==> src/ssv_pkg.sv <==
// Shared types, constants and the byte-wide CRC-32 step for the save-journal
// stream validator. No dependencies; every other file uses it by scoped name.
package ssv_pkg;

  // Reflected CRC-32, preset and final xor all ones
  localparam logic [31:0] CRC_POLY = 32'hEDB88320;
  localparam logic [31:0] ALL_ONES = 32'hFFFFFFFF;

  // Header layout
  localparam int HEADER_BYTES   = 24;
  localparam logic [31:0] FORMAT_VERSION = 32'd1;
  // Magic bytes in file order, byte 0 in the low lane
  localparam logic [31:0] MAGIC_WORD = 32'h31444447;

  // Configuration register indexes
  localparam logic REG_SOURCE_HASH = 1'b0;
  localparam logic REG_DISK_SIZE   = 1'b1;

  // Output queue, depth is a power of two and at least 4
  localparam int FIFO_DEPTH = 4;
  localparam int FIFO_AW    = $clog2(FIFO_DEPTH);
  localparam int FIFO_LW    = FIFO_AW + 1;

  typedef enum logic [2:0] {
    ST_LOADED     = 3'd0,
    ST_TRUNCATED  = 3'd1,
    ST_BAD_MAGIC  = 3'd2,
    ST_BAD_VERSION = 3'd3,
    ST_BAD_CRC    = 3'd4,
    ST_HASH_MISMATCH = 3'd5,
    ST_BAD_RANGE  = 3'd6
  } status_t;

  // One result item
  typedef struct packed {
    logic        is_final;
    status_t     status;
    logic [31:0] record_count;
    logic [31:0] byte_address;
    logic [7:0]  byte_value;
  } result_t;

  // Items produced by one input transaction; first is always used first
  typedef struct packed {
    logic [1:0] count;
    result_t    first;
    result_t    second;
  } push_t;

  // Queue status seen by the top level
  typedef struct packed {
    logic [FIFO_LW-1:0] level;
    logic               room2;
  } fifo_stat_t;

  function automatic logic [31:0] crc32_byte(input logic [31:0] crc,
                                             input logic [7:0] data);
    logic [31:0] c;
    c = crc ^ {24'h0, data};
    for (int k = 0; k < 8; k++) begin
      c = c[0] ? ((c >> 1) ^ CRC_POLY) : (c >> 1);
    end
    return c;
  endfunction

endpackage

==> src/ssv_parser.sv <==
// Parse state, header checks and running CRC for the stream validator.
// Depends on ssv_pkg; one registered input byte is consumed per advance.
module ssv_parser (
  input  logic                clk,
  input  logic                rst,
  input  logic                advance,
  input  logic [7:0]          file_byte,
  input  logic                end_of_file,
  input  logic [63:0]         source_hash,
  input  logic [31:0]         disk_size,
  output ssv_pkg::push_t      push
);

  typedef enum logic [2:0] {
    PH_HEADER  = 3'd0,
    PH_FIELDS  = 3'd1,
    PH_PAYLOAD = 3'd2,
    PH_SKIP    = 3'd3,
    PH_DONE    = 3'd4
  } phase_t;

  typedef enum logic [1:0] {
    FAULT_NONE  = 2'd0,
    FAULT_TRUNC = 2'd1,
    FAULT_RANGE = 2'd2
  } fault_t;

  typedef struct packed {
    logic hash_bad;
    logic version_bad;
    logic magic_bad;
  } checks_t;

  logic [4:0]  header_position, header_position_next;
  logic [31:0] crc_running, crc_running_next;
  logic [31:0] stored_checksum, stored_checksum_next;
  checks_t     header_checks, header_checks_next;
  logic [63:0] field_shift, field_shift_next;
  logic [31:0] records_declared, records_declared_next;
  logic [31:0] records_done, records_done_next;
  logic [31:0] record_start, record_start_next;
  logic [31:0] payload_left, payload_left_next;
  phase_t      parse_phase, parse_phase_next;
  fault_t      record_fault, record_fault_next;

  logic [31:0]      word;
  logic [7:0]       crc_data;
  logic             emit_payload;
  logic [32:0]      record_end;
  ssv_pkg::status_t st;
  ssv_pkg::result_t payload_item, status_item;

  always_comb begin
    header_position_next  = header_position;
    crc_running_next      = crc_running;
    stored_checksum_next  = stored_checksum;
    header_checks_next    = header_checks;
    records_declared_next = records_declared;
    records_done_next     = records_done;
    record_start_next     = record_start;
    payload_left_next     = payload_left;
    parse_phase_next      = parse_phase;
    record_fault_next     = record_fault;
    emit_payload          = 1'b0;

    field_shift_next = {file_byte, field_shift[63:8]};
    word             = field_shift_next[63:32];
    record_end       = {1'b0, record_start} + {1'b0, word};

    // Header bytes 20..23 hold the checksum and enter the CRC as zero
    crc_data = file_byte;
    if (parse_phase == PH_HEADER && header_position >= 5'd20 && header_position <= 5'd23) begin
      crc_data = 8'h00;
    end
    crc_running_next = ssv_pkg::crc32_byte(crc_running, crc_data);

    case (parse_phase)
      PH_HEADER: begin
        if (header_position < 5'd4 &&
            file_byte != ssv_pkg::MAGIC_WORD[header_position[1:0]*8 +: 8]) begin
          header_checks_next.magic_bad = 1'b1;
        end
        if (header_position == 5'd7 && word != ssv_pkg::FORMAT_VERSION) begin
          header_checks_next.version_bad = 1'b1;
        end
        if (header_position == 5'd15 && field_shift_next != source_hash) begin
          header_checks_next.hash_bad = 1'b1;
        end
        if (header_position == 5'd19) begin
          records_declared_next = word;
        end
        if (header_position == 5'(ssv_pkg::HEADER_BYTES - 1)) begin
          stored_checksum_next = word;
          header_position_next = 5'd0;
          parse_phase_next     = (records_declared == 32'd0) ? PH_DONE : PH_FIELDS;
        end else begin
          header_position_next = header_position + 5'd1;
        end
      end
      PH_FIELDS: begin
        // Offset in bytes 0..3, length in bytes 4..7
        if (header_position[2:0] == 3'd3) begin
          record_start_next = word;
        end
        if (header_position[2:0] == 3'd7) begin
          payload_left_next    = word;
          header_position_next = 5'd0;
          if (word == 32'd0) begin
            record_fault_next = FAULT_TRUNC;
            parse_phase_next  = PH_DONE;
          end else if (record_end > {1'b0, disk_size}) begin
            parse_phase_next = PH_SKIP;
          end else begin
            parse_phase_next = PH_PAYLOAD;
          end
        end else begin
          header_position_next = {2'b00, header_position[2:0] + 3'd1};
        end
      end
      PH_PAYLOAD: begin
        emit_payload      = 1'b1;
        record_start_next = record_start + 32'd1;
        payload_left_next = payload_left - 32'd1;
        if (payload_left == 32'd1) begin
          records_done_next = records_done + 32'd1;
          if (records_done_next == records_declared) begin
            parse_phase_next = PH_DONE;
          end else begin
            parse_phase_next     = PH_FIELDS;
            header_position_next = 5'd0;
          end
        end
      end
      PH_SKIP: begin
        payload_left_next = payload_left - 32'd1;
        if (payload_left == 32'd1) begin
          record_fault_next = FAULT_RANGE;
          parse_phase_next  = PH_DONE;
        end
      end
      default: begin
      end
    endcase
  end

  // Final status from the updated state, in precedence order
  always_comb begin
    if (parse_phase_next == PH_HEADER) begin
      st = ssv_pkg::ST_TRUNCATED;
    end else if (header_checks_next.magic_bad) begin
      st = ssv_pkg::ST_BAD_MAGIC;
    end else if (header_checks_next.version_bad) begin
      st = ssv_pkg::ST_BAD_VERSION;
    end else if ((crc_running_next ^ ssv_pkg::ALL_ONES) != stored_checksum_next) begin
      st = ssv_pkg::ST_BAD_CRC;
    end else if (header_checks_next.hash_bad) begin
      st = ssv_pkg::ST_HASH_MISMATCH;
    end else if (record_fault_next == FAULT_TRUNC) begin
      st = ssv_pkg::ST_TRUNCATED;
    end else if (record_fault_next == FAULT_RANGE) begin
      st = ssv_pkg::ST_BAD_RANGE;
    end else if (parse_phase_next != PH_DONE) begin
      st = ssv_pkg::ST_TRUNCATED;
    end else begin
      st = ssv_pkg::ST_LOADED;
    end
  end

  // Build the items for this byte; payload goes ahead of the status
  always_comb begin
    payload_item              = '0;
    payload_item.byte_address = record_start;
    payload_item.byte_value   = file_byte;

    status_item              = '0;
    status_item.is_final     = 1'b1;
    status_item.status       = st;
    status_item.record_count = records_done_next;

    push        = '0;
    if (advance) begin
      if (emit_payload) begin
        push.first  = payload_item;
        push.second = status_item;
        push.count  = end_of_file ? 2'd2 : 2'd1;
      end else begin
        push.first  = status_item;
        push.count  = end_of_file ? 2'd1 : 2'd0;
      end
    end
  end

  // State update; the last byte of a file returns everything to reset
  always_ff @(posedge clk) begin
    if (rst || (advance && end_of_file)) begin
      header_position  <= 5'd0;
      crc_running      <= ssv_pkg::ALL_ONES;
      stored_checksum  <= 32'd0;
      header_checks    <= '0;
      field_shift      <= 64'd0;
      records_declared <= 32'd0;
      records_done     <= 32'd0;
      record_start     <= 32'd0;
      payload_left     <= 32'd0;
      parse_phase      <= PH_HEADER;
      record_fault     <= FAULT_NONE;
    end else if (advance) begin
      header_position  <= header_position_next;
      crc_running      <= crc_running_next;
      stored_checksum  <= stored_checksum_next;
      header_checks    <= header_checks_next;
      field_shift      <= field_shift_next;
      records_declared <= records_declared_next;
      records_done     <= records_done_next;
      record_start     <= record_start_next;
      payload_left     <= payload_left_next;
      parse_phase      <= parse_phase_next;
      record_fault     <= record_fault_next;
    end
  end

endmodule

==> src/ssv_out_fifo.sv <==
// Small result queue that takes up to two items per cycle and gives one per pop.
// Depends on ssv_pkg for the item type and depth.
module ssv_out_fifo (
  input  logic                 clk,
  input  logic                 rst,
  input  ssv_pkg::push_t       push,
  input  logic                 pop,
  output ssv_pkg::result_t     head,
  output logic                 head_valid,
  output ssv_pkg::fifo_stat_t  stat
);

  ssv_pkg::result_t mem [ssv_pkg::FIFO_DEPTH];

  logic [ssv_pkg::FIFO_AW-1:0] wr_ptr, rd_ptr;
  logic [ssv_pkg::FIFO_LW-1:0] level, level_next;
  logic [ssv_pkg::FIFO_AW-1:0] wr_ptr_plus1;

  assign wr_ptr_plus1 = wr_ptr + ssv_pkg::FIFO_AW'(1);
  assign head         = mem[rd_ptr];
  assign head_valid   = (level != '0);
  assign level_next   = level + {{(ssv_pkg::FIFO_LW-2){1'b0}}, push.count}
                              - {{(ssv_pkg::FIFO_LW-1){1'b0}}, pop};

  assign stat.level = level;
  assign stat.room2 = (level <= ssv_pkg::FIFO_LW'(ssv_pkg::FIFO_DEPTH - 2));

  // Storage
  always_ff @(posedge clk) begin
    if (push.count != 2'd0) begin
      mem[wr_ptr] <= push.first;
    end
    if (push.count == 2'd2) begin
      mem[wr_ptr_plus1] <= push.second;
    end
  end

  // Pointers and fill level
  always_ff @(posedge clk) begin
    if (rst) begin
      wr_ptr <= '0;
      rd_ptr <= '0;
      level  <= '0;
    end else begin
      wr_ptr <= wr_ptr + ssv_pkg::FIFO_AW'(push.count);
      if (pop) begin
        rd_ptr <= rd_ptr + ssv_pkg::FIFO_AW'(1);
      end
      level <= level_next;
    end
  end

endmodule

==> src/save_sidecar_stream_validator_top.sv <==
// Top level of the save-journal stream validator: configuration registers,
// input register stage, parser and result queue. Depends on ssv_pkg,
// ssv_parser and ssv_out_fifo.
//
// The block takes one file byte per cycle and gives at most one result item
// per cycle while out_stall is low; a byte is held in the input register and
// its results go through the result queue to the output. The rate is set by
// the combinational CRC-32 byte update and field shift in the parser. The
// last byte of a file that also carries a payload byte yields two items,
// which the four-entry queue absorbs; the input stalls only while it is near full.
// Payload items may be committed only after the final item reports loaded.
// Registers: index 0 is the expected 64-bit fingerprint, index 1 the disk
// size in bytes; write them only while no transaction is in flight.
module save_sidecar_stream_validator_top (
  input  logic        clk,
  input  logic        rst,
  // configuration
  input  logic        cfg_write,
  input  logic        cfg_index,
  input  logic [63:0] cfg_data,
  // input channel
  input  logic        in_valid,
  output logic        in_stall,
  input  logic [7:0]  file_byte,
  input  logic        end_of_file,
  // output channel
  output logic        out_valid,
  input  logic        out_stall,
  output logic        is_final,
  output logic [2:0]  status,
  output logic [31:0] record_count,
  output logic [31:0] byte_address,
  output logic [7:0]  byte_value
);

  logic [63:0] source_hash;
  logic [31:0] disk_size;

  logic        stage_valid;
  logic [7:0]  stage_byte;
  logic        stage_eof;
  logic        advance;
  logic        in_accept;

  ssv_pkg::push_t      push;
  ssv_pkg::result_t    head;
  ssv_pkg::fifo_stat_t fifo_stat;

  // Configuration registers
  always_ff @(posedge clk) begin
    if (rst) begin
      source_hash <= 64'd0;
      disk_size   <= 32'd0;
    end else if (cfg_write) begin
      case (cfg_index)
        ssv_pkg::REG_SOURCE_HASH: source_hash <= cfg_data;
        ssv_pkg::REG_DISK_SIZE:   disk_size   <= cfg_data[31:0];
        default: begin
        end
      endcase
    end
  end

  // Input stage moves on when the queue has room for two items
  assign advance   = stage_valid && fifo_stat.room2;
  assign in_stall  = stage_valid && !fifo_stat.room2;
  assign in_accept = in_valid && !in_stall;

  always_ff @(posedge clk) begin
    if (rst) begin
      stage_valid <= 1'b0;
    end else if (in_accept) begin
      stage_valid <= 1'b1;
    end else if (advance) begin
      stage_valid <= 1'b0;
    end
  end

  always_ff @(posedge clk) begin
    if (in_accept) begin
      stage_byte <= file_byte;
      stage_eof  <= end_of_file;
    end
  end

  ssv_parser u_parser (
    .clk         (clk),
    .rst         (rst),
    .advance     (advance),
    .file_byte   (stage_byte),
    .end_of_file (stage_eof),
    .source_hash (source_hash),
    .disk_size   (disk_size),
    .push        (push)
  );

  ssv_out_fifo u_out_fifo (
    .clk        (clk),
    .rst        (rst),
    .push       (push),
    .pop        (out_valid && !out_stall),
    .head       (head),
    .head_valid (out_valid),
    .stat       (fifo_stat)
  );

  assign is_final     = head.is_final;
  assign status       = head.status;
  assign record_count = head.record_count;
  assign byte_address = head.byte_address;
  assign byte_value   = head.byte_value;

`ifndef ASSERT_OFF
  // Queue never overfills
  a_fifo_bound: assert property (@(posedge clk) disable iff (rst)
    fifo_stat.level <= ssv_pkg::FIFO_LW'(ssv_pkg::FIFO_DEPTH))
    else $error("result queue overflow");

  // The last byte of a file always yields a final item as its last result
  a_eof_status: assert property (@(posedge clk) disable iff (rst)
    (advance && stage_eof) |->
      ((push.count == 2'd1 && push.first.is_final) ||
       (push.count == 2'd2 && push.second.is_final && !push.first.is_final)))
    else $error("end of file without final status");

  // Other bytes yield at most one payload item
  a_mid_payload: assert property (@(posedge clk) disable iff (rst)
    (advance && !stage_eof) |-> (push.count == 2'd0 ||
      (push.count == 2'd1 && !push.first.is_final)))
    else $error("unexpected item for a mid-file byte");

  // Nothing is pushed without a byte moving through
  a_no_spurious: assert property (@(posedge clk) disable iff (rst)
    !advance |-> (push.count == 2'd0))
    else $error("item pushed without input");
`endif

endmodule
==> config.mk <==
export PLATFORM = sky130hd
export DESIGN_NAME = save_sidecar_stream_validator_top
export DESIGN_NICKNAME = d
export VERILOG_FILES = /design/src/ssv_pkg.sv /design/src/ssv_parser.sv /design/src/ssv_out_fifo.sv /design/src/save_sidecar_stream_validator_top.sv
export SDC_FILE = /design/constraint.sdc
export NUM_CORES = 2
export LEC_CHECK = 0
export ABC_CLOCK_PERIOD_IN_PS = 5300
export BUFFER_PORTS_ARGS = -buffer_cell sky130_fd_sc_hd__buf_2
export CORE_MARGIN = 2
export CORE_UTILIZATION = 40
export CTS_CLUSTER_DIAMETER = 150
export DETAILED_ROUTE_END_ITERATION = 6
export HOLD_SLACK_MARGIN = 0.06
export PLACE_DENSITY = 0.55
export SYNTH_ARGS = -nofsm -noshare
export SYNTH_HDL_FRONTEND = slang
export SYNTH_SLANG_ARGS = --single-unit
==> constraint.sdc <==
create_clock -name clk -period 5.3 [get_ports clk]
set_input_delay 1.59 -clock clk [delete_from_list [all_inputs] [get_ports clk]]
set_output_delay 1.59 -clock clk [all_outputs]
set_load 0.02 [all_outputs]
# Word-level counts from Yosys, hierarchy flattened
# Memories as Yosys holds them, arrays and structs flattened. A register that Yosys moved wholly into a read port is not among the register bits.
# Index checks and enable logic that the tools add are counted.
# classes
addsub	11
muxes	61
n_lt_le_gt_ge	5
n_eq_ne	23
shifts	1
reduce_logical	31
bitwise	11
# op_table
operator	count
$mux W32	14
$mux W154	1
$pmux W32 S2	2
$not A13 Y14	8
$mux W78	1
$mux W76	1
$add A32 B1 Y32 const B	2
$logic_not A32 Y1	2
$ne A64 B64 Y1	1
$mux W3	16
$add A32 B32 Y33	1
$gt A33 B32 Y1	1
$eq A32 B1 Y1 const B	1
$eq A32 B32 Y1	1
$ne A32 B1 Y1 const B	1
$ne A32 B32 Y1	1
$not A32 Y32	1
$shiftx A32 B6 Y8 const A	1
$sub A32 B1 Y32 const B	1
$xor A32 B8 Y32	1
$mux W5	3
$pmux W5 S3	1
$mux W1	13
$mux W2	6
36 further kinds	62
# totals
regBits	382
in_bits	79
output_inout_bits	78
memories	1
wordCells	165
ramBits	304
# memory_table
memory	words	width	read_ports	rd_ports_with_merged_regs	wr	line_no	rtl
u_out_fifo.mem	4	76	1	1	2	ssv_out_fifo.sv:13	ssv_pkg::result_t mem [ssv_pkg::FIFO_DEPTH];

# Longest topological paths before layout
# logic_depth
word_depth	32
ltp_mapped	24
ltp_nobuf	24

# Hierarchy
# From an unflattened synthesis, not the netlist that was laid out.
# unflattened
cells_unflattened	3875
area_unflattened_um2	39840.7
# modules_own_cells
module	cells_per_inst	seq_area_each_um2	area_each_um2	n_inst
ssv_parser	2691	5225.0	20213.1	1
ssv_out_fifo	781	9308.9	15174.6	1
save_sidecar_stream_validator_top	403	2212.1	4453.0	1

# Worst setup path before layout
# Ideal clock, no wire load.
# synth_path
path_kind	register to register
startpoint	register u_parser.record_start[0]
endpoint	memory u_out_fifo.mem[1][72] (netlist name), data pin
t_arrival_ns	4.869
required_ns	5.157
stages_incl_launch_ff	25
setup_time_ns	0.143
setup_slack_ns	0.288
path_buffers	0
synth_period_minus_slack_ns	5.012
path_cell_list	dfxtp_1 -> ha_1 -> inv_1 -> fa_1 -> nor2b_1 -> o21a_1 -> o21ai_0 -> a21oi_1 -> o21ai_0 -> and4b_1 -> nor4_1 -> nor2_1 -> a211oi_1 -> xor2_1 -> ha_1 -> nand4_1 -> nor3_1 -> nand4bb_1 -> o22ai_1 -> a21o_1 -> o21ai_1 -> nor4_1 -> o21bai_1 -> a31oi_2 -> nor2_1
# synth_lines
element	line_no	rtl
start: declaration	ssv_parser.sv:41	logic [31:0] record_start, record_start_next;
start signal: assignment	ssv_parser.sv:215	record_start <= record_start_next;
end: declaration	ssv_out_fifo.sv:13	

==> run_results.csv <==
group,metric,value,unit
critical_path,critPathArrivalTime,5.41,ns
critical_path,ff2ff_path_depth,27,
detailed_routing,firstDrtPassIters,5,
power_and_ir_drop,p_seq_share,38.4,%
finish,drive_above_1_share,13.6,%
detailed_routing,first_iter_violations,3103,
global_route,first_global_vias,30205,
cts,clkSlewWorstSetupHoldPaths,0.06,ns
detailed_routing,vias_per_cell,5.78,
power_and_ir_drop,pwr-share-clk,39.4,%
critical_path,cpMaxStageDelayCell,"fa_2",
power_and_ir_drop,swShare,30.1,%
detailed_routing,wl_per_cell,22.3,um
timing,setup_ws,0.236,ns
synthesis,ys_warn_count,0,
synthesis,yosys.area.top_type_share,28.5,%
synthesis,yosys.cell_types.count,92,
cts,numCtsBuffers,80,
floorplanning,fp.dieW,308,um
floorplanning,core_area,91700,sq um
timing,finClkSkew,0.0313,ns
critical_path,critical_path_required,5.65,ns
synthesis,synth_fp_nets,4530,
finish,largest_reg_flops,304,
floorplanning,num_io_pins,157,
timing,max_freq,197,MHz
detailed_routing,drc_errors,0,
synthesis,ys.flop_type,"dfxtp_1",
synthesis,yosys-top-cells-area,"dfxtp_1, edfxtp_1, nand2_1",
cts,cts_hold_buf,0,
critical_path,critPathMostFrequentCell,"nor2_1",
power_and_ir_drop,p_sw,0.00444,W
detailed_routing,ant_nets,0,
critical_path,path_max_fanout,4,
timing,final.min_clock_period,5.06,ns
power_and_ir_drop,p_int,0.0103,W
power_and_ir_drop,power,0.0148,W
floorplanning,initial_core_util,40.4,%
synthesis,synth.avg_cell_area,8.47,sq um
cts,htreeDepth,3,
timing,final_hold_viol_count,0,
place,io_buffer_count,156,
finish,nets,4520,
finish,largest_register,"u_out_fifo.mem",
place,gp_congestion,0.884,
timing,timing.final.max_slew_violations,0,
run_status,outcome,"completed",
cts,root_buffer,"clkbuf_16",
detailed_routing,vias,32437,
synthesis,synthArstFlopShare,0,%
timing,finalCritPeriodShare,95.6,%
critical_path,critPathKind,"register to register",
global_route,grt_max_degree,102,
synthesis,ys_seq_area_share,40.9,%
detailed_routing,routed_wl,125000,um
min_path,hold_path_depth,2,
global_route,antenna_found_initial,6,
cts,cts_tree,"yes",
critical_path,max_stage_delay,0.39,ns
synthesis,yosys.area.top_type,"dfxtp_1",
cts,clock_latency,0.64,ns
floorplanning,core.rowCount,111,
floorplanning,die_h,308,um
power_and_ir_drop,powerDensity,352,nW/um^2
place,dp_hpwl,81900,um
power_and_ir_drop,vdd_ir_drop_max,279,uV
finish,reg_top3,"u_out_fifo.mem: 304 flops, source_hash: 64 flops, u_parser.field_shift: 56 flops",
timing,tightest_slew,1.13,ns
global_route,grt.total_usage,25.9,%
power_and_ir_drop,p_comb_share,22.2,%
power_and_ir_drop,leakage,14.9,nW
min_path,min_path_type,"register to register",
synthesis,ys_ff_latch,680,
synthesis,synth-edff-count,153,
cts,cts_buffer_depth,3,
floorplanning,die-area,95000,sq um
critical_path,cp-end-kind,"register",
timing,finalSetupTns,0,ns
critical_path,critPathLaunchType,"register",
finish,area_growth,13.3,%
synthesis,synthCells,4371,
cts,cts.sinks,680,
place,dp_slack,-0.209,ns
synthesis,syn_area,37000,sq um
timing,max_slew_margin,24.7,%
global_route,grt_pass1_wl,190000,um
timing,setup_viol,0,
global_route,overflow,0,
flow_run,maxCapViolations,0,
-- cell families (layout without fill, tap and decap cells) --
kind of cell	after synthesis	in the layout	synth area share, %
buf+inv	458	513	4.80
fa+ha+maj	80	80	2.75
flops	680	680	40.9
xor+xnor	323	323	8.49
other cells	0	1	0
mux	107	107	5.47
simple gates	1603	1603	19.4
compound gates	1120	1120	18.2
-- cell usage in the layout, fill, tap and decap left out, types with 24 or more instances in the layout --
master     synthesis  layout
nand2_1          784     779
dfxtp_1          527     523
nand3_1          181     181
clkbuf_16          0      83
a21oi_1          494     491
a21o_1            25      24
inv_1             69      69
a211oi_1          36      32
o211ai_1          38      38
xnor2_1          242     242
nand4_1           61      61
nor4_1            46      42
nor2_1           303     297
o21ai_0          240     235
nor3_1            53      44
buf_2             30     155
ha_1              78      77
mux2i_1           30      30
o31ai_1          127     127
and3_1            25      25
xor2_1            58      58
or3_1             39      39
a32o_1            43      43
edfxtp_1         153     153
mux4_2            76      76
buf_4              5     136
-- routing by layer --
| layer | vias up | wire (um) | global-route usage (%) |
|---|---|---|---|
| li1 | 15470 | - | - |
| met2 | 994 | 60500 | 43.6 |
| met3 | 186 | 6350 | 2.91 |
| met1 | 15785 | 55300 | 35.1 |
| met4 | 2 | 3240 | 7.11 |
| met5 | - | 13 | 0 |
-- worst max-delay path, delay by kind of cell (launching register included) --
| kind | cells | cell delay, ns |
|---|---|---|
| AOI/OAI and AO/OA | 10 | 1.71 |
| xor gates and xnor gates | 1 | 0.18 |
| adders and majority gates | 3 | 0.83 |
| buffers and inverters | 4 | 0.52 |
| DFF | 1 | 0.33 |
| and+or+nand+nor | 9 | 1.23 |
-- path summary, 6_finish.rpt --
kind         slack (ns)                             startpoint                                 end
max                0.24  u_parser.record_start[0]$_SDFFE_PP0P_     u_out_fifo.mem[1][72]$_DFFE_PP_
min reg2reg        0.45     u_out_fifo.mem[3][36]$_SDFFE_PP0P_  u_out_fifo.mem[3][36]$_SDFFE_PP0P_
min                0.45     u_out_fifo.mem[3][36]$_SDFFE_PP0P_  u_out_fifo.mem[3][36]$_SDFFE_PP0P_
max reg2reg        0.24  u_parser.record_start[0]$_SDFFE_PP0P_     u_out_fifo.mem[1][72]$_DFFE_PP_
-- cells in the mapped netlist, types with 30 or more instances --
cell      count
nand2_1     784
mux2i_1      30
xor2_1       58
nand4_1      61
xnor2_1     242
a21oi_1     494
edfxtp_1    153
a211oi_1     36
o211ai_1     38
buf_2        30
clkbuf_1    326
inv_1        69
or3_1        39
o21ai_0     240
nor2_1      303
ha_1         78
o31ai_1     127
dfxtp_1     527
nor4_1       46
nand3_1     181
mux4_2       76
nor3_1       53
a32o_1       43
-- metrics by stage --
step	instances	util, %	area, sq um	hold WS (ns)
6_report	5613	45.7	41900	0.452
5_1_grt	5612	45.7	41900	0.469
4_1_cts	5609	45.6	41800	0.454
3_5_place_dp	5462	42.5	39000	0.447
3_3_place_gp	5462	42.5	39000	0.440
2_1_floorplan	4371	-	37000	0.433
-- power by group through the flow --
| stage | sequential (W) | combinational, W | clock [W] |
|---|---|---|---|
| global route | 0.00570 | 0.00353 | 0.00612 |
| global placement | 0.00578 | 0.00325 | 0 |
| floorplan | 0.00561 | 0.00249 | 0 |
| finish | 0.00567 | 0.00328 | 0.00581 |
| detailed placement | 0.00578 | 0.00325 | 0 |
| CTS | 0.00567 | 0.00328 | 0.00591 |
-- timing repair --
item | in CTS | in global routing
setup buffers | 0 | 3
cloned | 0 | 0
setup endpoints to repair | 12 | 12
pin swaps | 2 | 16
gates resized for setup | 5 | 28
-- cell type report --
type                       instances  area [sq um]
fill                            9030         49700
multi-input combinational       3233         20400
sequential                       680         15200
clock buffer                     116          2390
timing repair buffer             295          1880
tap                             1186          1480
clock inverter                    31           397
inverter                          71           267
antenna                            1          2.50
(Power assumes the default switching activity.)
